$ cat config.mk
export PLATFORM = sky130hd
export DESIGN_NAME = sjf_nonpreemptive_schedule_top
export DESIGN_NICKNAME = d
export VERILOG_FILES = /design/src/rtl/sjf_pkg.sv /design/src/rtl/sjf_ctrl.sv /design/src/rtl/sjf_dp.sv /design/src/rtl/sjf_nonpreemptive_schedule_top.sv
export SDC_FILE = /design/constraint.sdc
export NUM_CORES = 2
export LEC_CHECK = 0
export ABC_CLOCK_PERIOD_IN_PS = 6300
export BUFFER_PORTS_ARGS = -buffer_cell sky130_fd_sc_hd__buf_2
export CAP_MARGIN = 10
export CORE_MARGIN = 2
export CORE_UTILIZATION = 42
export CTS_CLUSTER_SIZE = 12
export DETAILED_ROUTE_END_ITERATION = 8
export RECOVER_POWER = 100
export REMOVE_ABC_BUFFERS = 1
export SLEW_MARGIN = 20
export SYNTH_ARGS = -nofsm -noshare
export SYNTH_HDL_FRONTEND = slang
export SYNTH_SLANG_ARGS = --single-unit
$ cat constraint.sdc
create_clock -name clk -period 6.3 [get_ports clk]
set_clock_uncertainty 0.05 [all_clocks]
set_input_delay 0.63 -clock clk [delete_from_list [all_inputs] [get_ports clk]]
set_output_delay 0.63 -clock clk [all_outputs]
set_load 0.01 [all_outputs]
$ cat src/rtl/sjf_pkg.sv
// Shared types and constants for the shortest-job-first scheduler.
package sjf_pkg;

  localparam int MAX_JOBS_DEF = 64;
  localparam int ARR_W        = 16;
  localparam int LEN_W        = 16;
  localparam int JOB_IDX_W    = 6;
  localparam int TIME_W       = 23;
  localparam logic [TIME_W-1:0] TIME_TOP = 23'd4259775;

  // One job as it is loaded.
  typedef struct packed {
    logic [ARR_W-1:0] arrive_at;
    logic [LEN_W-1:0] job_length;
    logic             final_job;
  } in_item_t;

  // One completion report.
  typedef struct packed {
    logic [JOB_IDX_W-1:0] job_index;
    logic [TIME_W-1:0]    done_time;
    logic [TIME_W-1:0]    turnaround;
    logic                 end_of_run;
  } out_item_t;

  // Commands from the controller to the datapath.
  typedef struct packed {
    logic store;
    logic scan_clr;
    logic scan_issue;
    logic commit;
    logic jump;
    logic clear_run;
  } sjf_cmd_t;

  // Status from the datapath to the controller.
  typedef struct packed {
    logic in_final;
    logic scan_last;
    logic found;
    logic run_last;
    logic out_free;
  } sjf_stat_t;

endpackage

$ cat src/rtl/sjf_ctrl.sv
// Controller state machine: loading, scanning and choosing the next job.
module sjf_ctrl (
  input  logic              clk,
  input  logic              rst,
  input  logic              in_valid,
  output logic              in_stall,
  input  sjf_pkg::sjf_stat_t stat,
  output sjf_pkg::sjf_cmd_t  cmd
);
  import sjf_pkg::*;

  typedef enum logic [3:0] {
    S_LOAD   = 4'b0001,
    S_SCAN   = 4'b0010,
    S_DRAIN  = 4'b0100,
    S_DECIDE = 4'b1000
  } state_t;

  state_t state, state_next;

  // State register.
  always_ff @(posedge clk) begin
    if (rst) begin
      state <= S_LOAD;
    end else begin
      state <= state_next;
    end
  end

  // Jobs are only taken while loading.
  assign in_stall = (state != S_LOAD);

  // Next state and commands.
  always_comb begin
    state_next = state;
    cmd        = '0;
    unique case (state)
      S_LOAD: begin
        if (in_valid) begin
          cmd.store = 1'b1;
          if (stat.in_final) begin
            cmd.scan_clr = 1'b1;
            state_next   = S_SCAN;
          end
        end
      end
      S_SCAN: begin
        cmd.scan_issue = 1'b1;
        if (stat.scan_last) begin
          state_next = S_DRAIN;
        end
      end
      S_DRAIN: begin
        state_next = S_DECIDE;
      end
      S_DECIDE: begin
        if (stat.found) begin
          if (stat.out_free) begin
            cmd.commit = 1'b1;
            if (stat.run_last) begin
              cmd.clear_run = 1'b1;
              state_next    = S_LOAD;
            end else begin
              cmd.scan_clr = 1'b1;
              state_next   = S_SCAN;
            end
          end
        end else begin
          // Nothing has arrived: move the clock on and look again.
          cmd.jump     = 1'b1;
          cmd.scan_clr = 1'b1;
          state_next   = S_SCAN;
        end
      end
      default: begin
        state_next = S_LOAD;
      end
    endcase
  end

endmodule

$ cat src/rtl/sjf_dp.sv
// Datapath: job stores, scan pipeline, scheduler clock and output register.
module sjf_dp #(
  parameter int MAX_JOBS = sjf_pkg::MAX_JOBS_DEF
) (
  input  logic               clk,
  input  logic               rst,
  input  sjf_pkg::in_item_t  in_item,
  input  sjf_pkg::sjf_cmd_t  cmd,
  output sjf_pkg::sjf_stat_t stat,
  output logic               out_valid,
  input  logic               out_stall,
  output sjf_pkg::out_item_t out_item
);
  import sjf_pkg::*;

  localparam int IDX_W = (MAX_JOBS > 1) ? $clog2(MAX_JOBS) : 1;
  localparam int CNT_W = $clog2(MAX_JOBS + 1);

  logic [ARR_W-1:0]    arrival_mem [MAX_JOBS];
  logic [LEN_W-1:0]    length_mem  [MAX_JOBS];
  logic [MAX_JOBS-1:0] finished;
  logic [CNT_W-1:0]    job_count;
  logic [CNT_W-1:0]    done_count;
  logic [TIME_W-1:0]   clock_now;

  logic [IDX_W-1:0]    scan_idx;
  logic                p_vld;
  logic [IDX_W-1:0]    p_idx;
  logic [ARR_W-1:0]    rd_arr;
  logic [LEN_W-1:0]    rd_len;

  logic                found;
  logic [IDX_W-1:0]    best_idx;
  logic [LEN_W-1:0]    best_len;
  logic [ARR_W-1:0]    best_arr;
  logic [ARR_W-1:0]    earliest;

  logic                room;
  logic                p_live;
  logic                p_arrived;
  logic [TIME_W:0]     sum;
  logic [TIME_W-1:0]   done_time;
  logic [TIME_W-1:0]   turn;

  assign room      = (job_count < CNT_W'(MAX_JOBS));
  assign p_live    = p_vld && !finished[p_idx];
  assign p_arrived = ({{(TIME_W-ARR_W){1'b0}}, rd_arr} <= clock_now);

  // Finish time of the chosen job, saturated at the top of the range.
  assign sum       = {1'b0, clock_now} + {{(TIME_W+1-LEN_W){1'b0}}, best_len};
  assign done_time = (sum > {1'b0, TIME_TOP}) ? TIME_TOP : sum[TIME_W-1:0];
  assign turn      = done_time - {{(TIME_W-ARR_W){1'b0}}, best_arr};

  // Status back to the controller.
  assign stat.in_final  = in_item.final_job;
  assign stat.scan_last = ({{(CNT_W-IDX_W){1'b0}}, scan_idx} + CNT_W'(1)) == job_count;
  assign stat.found     = found;
  assign stat.run_last  = (done_count + CNT_W'(1)) == job_count;
  assign stat.out_free  = !out_valid || !out_stall;

  // Job stores: one write port while loading, one registered read while scanning.
  always_ff @(posedge clk) begin
    if (cmd.store && room) begin
      arrival_mem[job_count[IDX_W-1:0]] <= in_item.arrive_at;
      length_mem[job_count[IDX_W-1:0]]  <= in_item.job_length;
    end
    if (cmd.scan_issue) begin
      rd_arr <= arrival_mem[scan_idx];
      rd_len <= length_mem[scan_idx];
    end
  end

  // Run bookkeeping: job and completion counts, clock and finished flags.
  always_ff @(posedge clk) begin
    if (rst) begin
      job_count  <= '0;
      done_count <= '0;
      clock_now  <= '0;
      finished   <= '0;
    end else if (cmd.clear_run) begin
      job_count  <= '0;
      done_count <= '0;
      clock_now  <= '0;
      finished   <= '0;
    end else begin
      if (cmd.store && room) begin
        job_count <= job_count + CNT_W'(1);
      end
      if (cmd.jump) begin
        clock_now <= {{(TIME_W-ARR_W){1'b0}}, earliest};
      end
      if (cmd.commit) begin
        clock_now          <= done_time;
        finished[best_idx] <= 1'b1;
        done_count         <= done_count + CNT_W'(1);
      end
    end
  end

  // Scan address and read pipeline valid.
  always_ff @(posedge clk) begin
    if (rst) begin
      scan_idx <= '0;
      p_vld    <= 1'b0;
    end else begin
      p_vld <= cmd.scan_issue;
      if (cmd.scan_clr) begin
        scan_idx <= '0;
      end else if (cmd.scan_issue) begin
        scan_idx <= scan_idx + IDX_W'(1);
      end
    end
  end

  always_ff @(posedge clk) begin
    if (cmd.scan_issue) begin
      p_idx <= scan_idx;
    end
  end

  // Running choice: least burst among arrived jobs, first index on ties,
  // and the earliest arrival among the unfinished ones.
  always_ff @(posedge clk) begin
    if (rst) begin
      found    <= 1'b0;
      earliest <= '1;
    end else if (cmd.scan_clr) begin
      found    <= 1'b0;
      earliest <= '1;
    end else if (p_live) begin
      if (p_arrived && (!found || rd_len < best_len)) begin
        found <= 1'b1;
      end
      if (rd_arr < earliest) begin
        earliest <= rd_arr;
      end
    end
  end

  always_ff @(posedge clk) begin
    if (p_live && p_arrived && (!found || rd_len < best_len)) begin
      best_idx <= p_idx;
      best_len <= rd_len;
      best_arr <= rd_arr;
    end
  end

  // Output register: holds one report until the receiver takes the beat.
  always_ff @(posedge clk) begin
    if (rst) begin
      out_valid <= 1'b0;
    end else if (cmd.commit) begin
      out_valid <= 1'b1;
    end else if (!out_stall) begin
      out_valid <= 1'b0;
    end
  end

  always_ff @(posedge clk) begin
    if (cmd.commit) begin
      out_item.job_index  <= JOB_IDX_W'(best_idx);
      out_item.done_time  <= done_time;
      out_item.turnaround <= turn;
      out_item.end_of_run <= stat.run_last;
    end
  end

endmodule

$ cat src/rtl/sjf_nonpreemptive_schedule_top.sv
// Top level of the non-preemptive shortest-job-first scheduler.
//
// Jobs come in on the input channel (in_valid / in_stall / in_item), one
// beat per job, each with its arrival tick and burst length. A beat with
// final_job set closes the set; jobs beyond MAX_JOBS are dropped. While a
// set is loading every beat is taken in the cycle it is offered.
// After the final beat the block schedules from tick zero. Each choice is
// one pass over the N stored jobs through the single read port of the job
// stores; when no job has arrived yet the clock jumps to the earliest
// pending arrival and a second pass follows. Reports leave on the output
// channel (out_valid / out_stall / out_item) in completion order, one beat
// per job, with end_of_run set on the last one.
// The output register holds a report while the receiver stalls; the next
// choice is then computed but waits until the register is free. The next
// set is taken as soon as the last report is in the output register.
// Reset empties the job set and the output register; the block then waits
// for the first job.
module sjf_nonpreemptive_schedule_top #(
  parameter int MAX_JOBS = sjf_pkg::MAX_JOBS_DEF
) (
  input  logic               clk,
  input  logic               rst,
  input  logic               in_valid,
  output logic               in_stall,
  input  sjf_pkg::in_item_t  in_item,
  output logic               out_valid,
  input  logic               out_stall,
  output sjf_pkg::out_item_t out_item
);
  import sjf_pkg::*;

  sjf_cmd_t  cmd;
  sjf_stat_t stat;

  // Sequencing of load, scan and choice.
  sjf_ctrl u_ctrl (
    .clk      (clk),
    .rst      (rst),
    .in_valid (in_valid),
    .in_stall (in_stall),
    .stat     (stat),
    .cmd      (cmd)
  );

  // Stores, scan and result datapath.
  sjf_dp #(
    .MAX_JOBS (MAX_JOBS)
  ) u_dp (
    .clk       (clk),
    .rst       (rst),
    .in_item   (in_item),
    .cmd       (cmd),
    .stat      (stat),
    .out_valid (out_valid),
    .out_stall (out_stall),
    .out_item  (out_item)
  );

endmodule

==> reports/metrics.cfg <==
[run_status]
status=finished with violations
violations=max-capacitance violations, max-slew violations

[final_layout]
layout_common_cells=edfxtp_1, mux4_2, clkbuf_16, nor2_1, clkbuf_1
area_growth_pct=12.2
layout_commonest_cell=edfxtp_1
final_nets=4601
drive_above_1_share_pct=24.1

[global_routing]
grt_pass1_wl_mm=322
grtUsageTotal_pct=20.4
antenna_found_initial=13
grt_pass1_vias=43907
grt_start_max_net_pins=91
gr-total-overflow=0

[sta]
post-route-period-util_pct=95.3
hold_ws_ps=213
finalHoldViolations=0
slew_viol_final=3407
setup_viol=0
rsz0062_at_grt=false
min_period_ps=6000
slew_headroom_pct=-117
timing.fmax_mhz=167
worst_pin_slew_ps=3250

[run]
drv_cap=96

[power_and_ir_drop]
powerDensity_nw_per_um2=315
power_leakage_nw=30.9
total_power_mw=32.0
ir_drop_mv=0.314

[floorplanning]
coreArea_um2=214000
initial_core_util_pct=42.2
die_w_um=468
rows=170
dieArea_um2=219000
die-height_um=468
io_pins=92

[route]
vias=43697
drtPass1Iterations=5
ant_nets=0
drtIter0Drc=4382
drc=0
wl_per_cell_um=29.9
routed_wl_mm=223
routed_via_density=5.86

[critical_path]
end_kind=register
cp_max_fo=21
critical_path.max_stage_delay_ps=2220
crit_arrival_ps=6440
critPathSlowestCell=nor2_1
critical_path_class=register to register
critPathLaunchType=register
required_ps=6730
crit_family=simple AND/OR/NAND/NOR gates
path_buf_inv=3
crit_chain=nor4b_1 > inv_1 > nor3b_1 > clkbuf_1 > and2_0 > nand2_1 > nor2_1 > clkbuf_2

[synthesis]
postSynthCellCount=4230
synthesis.area_um2=90500
synth.area.top_cells=edfxtp_1, mux4_2, dfxtp_1, ha_1, nor2_1
ys.flop_type=edfxtp_1
synth-seq-area-share_pct=75.1
synth_top_area_cell=edfxtp_1
ys_types=74
yosys_warnings=0
synth_edf_count=2177
postSynth.asyncResetShare_pct=0
synth-seq-cells=2307
syn_area_per_cell_um2=21.4
synth_top_area_share_pct=72.3

[cts]
clockBufferDepth=3
cts_tree=yes
insertion_delay_ps=880
cts_max_level=4
cts_buffers=229
cts.sinks=2307
clk_pin_slew_worst_paths_ps=60
cts_root_buf=clkbuf_16

[placed_design]
hpwl_mm=126
gp_congestion=0.825
portBuffers=91

[min_path]
hold_class=input pin to register

==> flip-flops by register name, summed over array words and instances, names as in the netlist, 6 cells and up <==
register,flops
u_dp.arrival_mem,1024
u_dp.length_mem,1024
u_dp.finished,64
u_dp.out_item,53
u_dp.clock_now,23
u_dp.best_arr,16
u_dp.best_len,16
u_dp.earliest,16
u_dp.rd_arr,16
u_dp.rd_len,16
u_dp.done_count,7
u_dp.job_count,7
u_dp.best_idx,6
u_dp.p_idx,6
u_dp.scan_idx,6
==> layout make-up <==
cell class / instances / area [um^2]
tap: 2838 / 3550
multi-input combinational: 1631 / 21500
sequential: 2307 / 68000
timing repair buffer: 233 / 1330
antenna: 2 / 5.00
inverter: 79 / 298
fill: 17659 / 113000
clock buffer: 304 / 6160
clock inverter: 69 / 671
==> cells by family after synthesis <==
logic type	after synthesis	synth area share, %
mux	705	17.3
buf+inv	292	1.25
simple gates	489	2.46
compound gates	293	2.13
fa+ha+maj	83	1.16
flops	2307	75.1
xor+xnor	61	0.591
==> cell usage after synthesis, drive strengths merged, types with 5 or more instances <==
cell,number
edfxtp,2177
mux4,684
nor2,212
clkbuf,138
dfxtp,130
a21oi,119
nand2,116
ha,81
inv,79
buf,75
o21ai,40
xnor2,37
nand3,29
a21o,27
xor2,24
nor3,22
o211ai,20
nand2b,17
nor2b,15
nand4,13
o21a,13
and3,12
mux2i,12
a211oi,11
or3,11
a311o,10
mux2,9
nor3b,9
nor4,9
a31oi,8
and2,8
o31ai,5
==> report_power, final <==
part | switching (mW) | total [mW] | internal [mW] | leakage, nW
registers | 0.111 | 17.1 | 17.0 | 20.6
logic | 1.24 | 2.12 | 0.883 | 6.92
clock network | 5.69 | 12.7 | 7.02 | 3.31
==> timing repair <==
| item | in CTS | in global routing |
|---|---|---|
| gates resized for setup | 0 | 4 |
| hold endpoints to repair | 4 | 0 |
| buffers inserted | 0 | 0 |
| hold buffers | 2 | 0 |
| endpoints found under the setup margin | 0 | 4 |
==> per-layer routing <==
metal	GRT usage [%]	share of wire [%]
met1	29.7	43
met2	32.5	48
met3	3.21	6.6
met4	4.81	2.0
met5	0	0.0040
==> tightest hold or removal path: stages <==
cell,delay (ps)
buf_2,140
a21oi_1,100
a31oi_1,130
o21ai_0,80
==> stage by stage <==
step / cell area [um^2] / setup WS (ps) / setup TNS (ps) / util (%) / instances
2_1_floorplan: 89600 / -17340 / -698120 / - / 4017
3_3_place_gp: 95500 / 334 / 0 / 44.5 / 7083
3_5_place_dp: 95600 / 371 / 0 / 44.6 / 7086
4_1_cts: 102000 / 383 / 0 / 47.8 / 7461
5_1_grt: 102000 / 10.7 / 0 / 47.3 / 7462
6_report: 102000 / 296 / 0 / 47.3 / 7463
==> worst paths after layout <==
| check | startpoint | to | slack (ps) | depth (start not counted) |
|---|---|---|---|---|
| min reg2reg | u_dp.finished[38]$_SDFFE_PP0P_ | u_dp.finished[38]$_SDFFE_PP0P_ | 410 | 2 |
| max reg2reg | u_ctrl.state[1]$_SDFFE_PP0P_ | u_dp.arrival_mem[53][10]$_DFFE_PP_ | 300 | 8 |
| max | u_ctrl.state[1]$_SDFFE_PP0P_ | u_dp.arrival_mem[53][10]$_DFFE_PP_ | 300 | 8 |
| min | in_item[0] | u_ctrl.state[0]$_SDFFE_PP1P_ | 210 | 4 |
(Power assumes the default switching activity.)
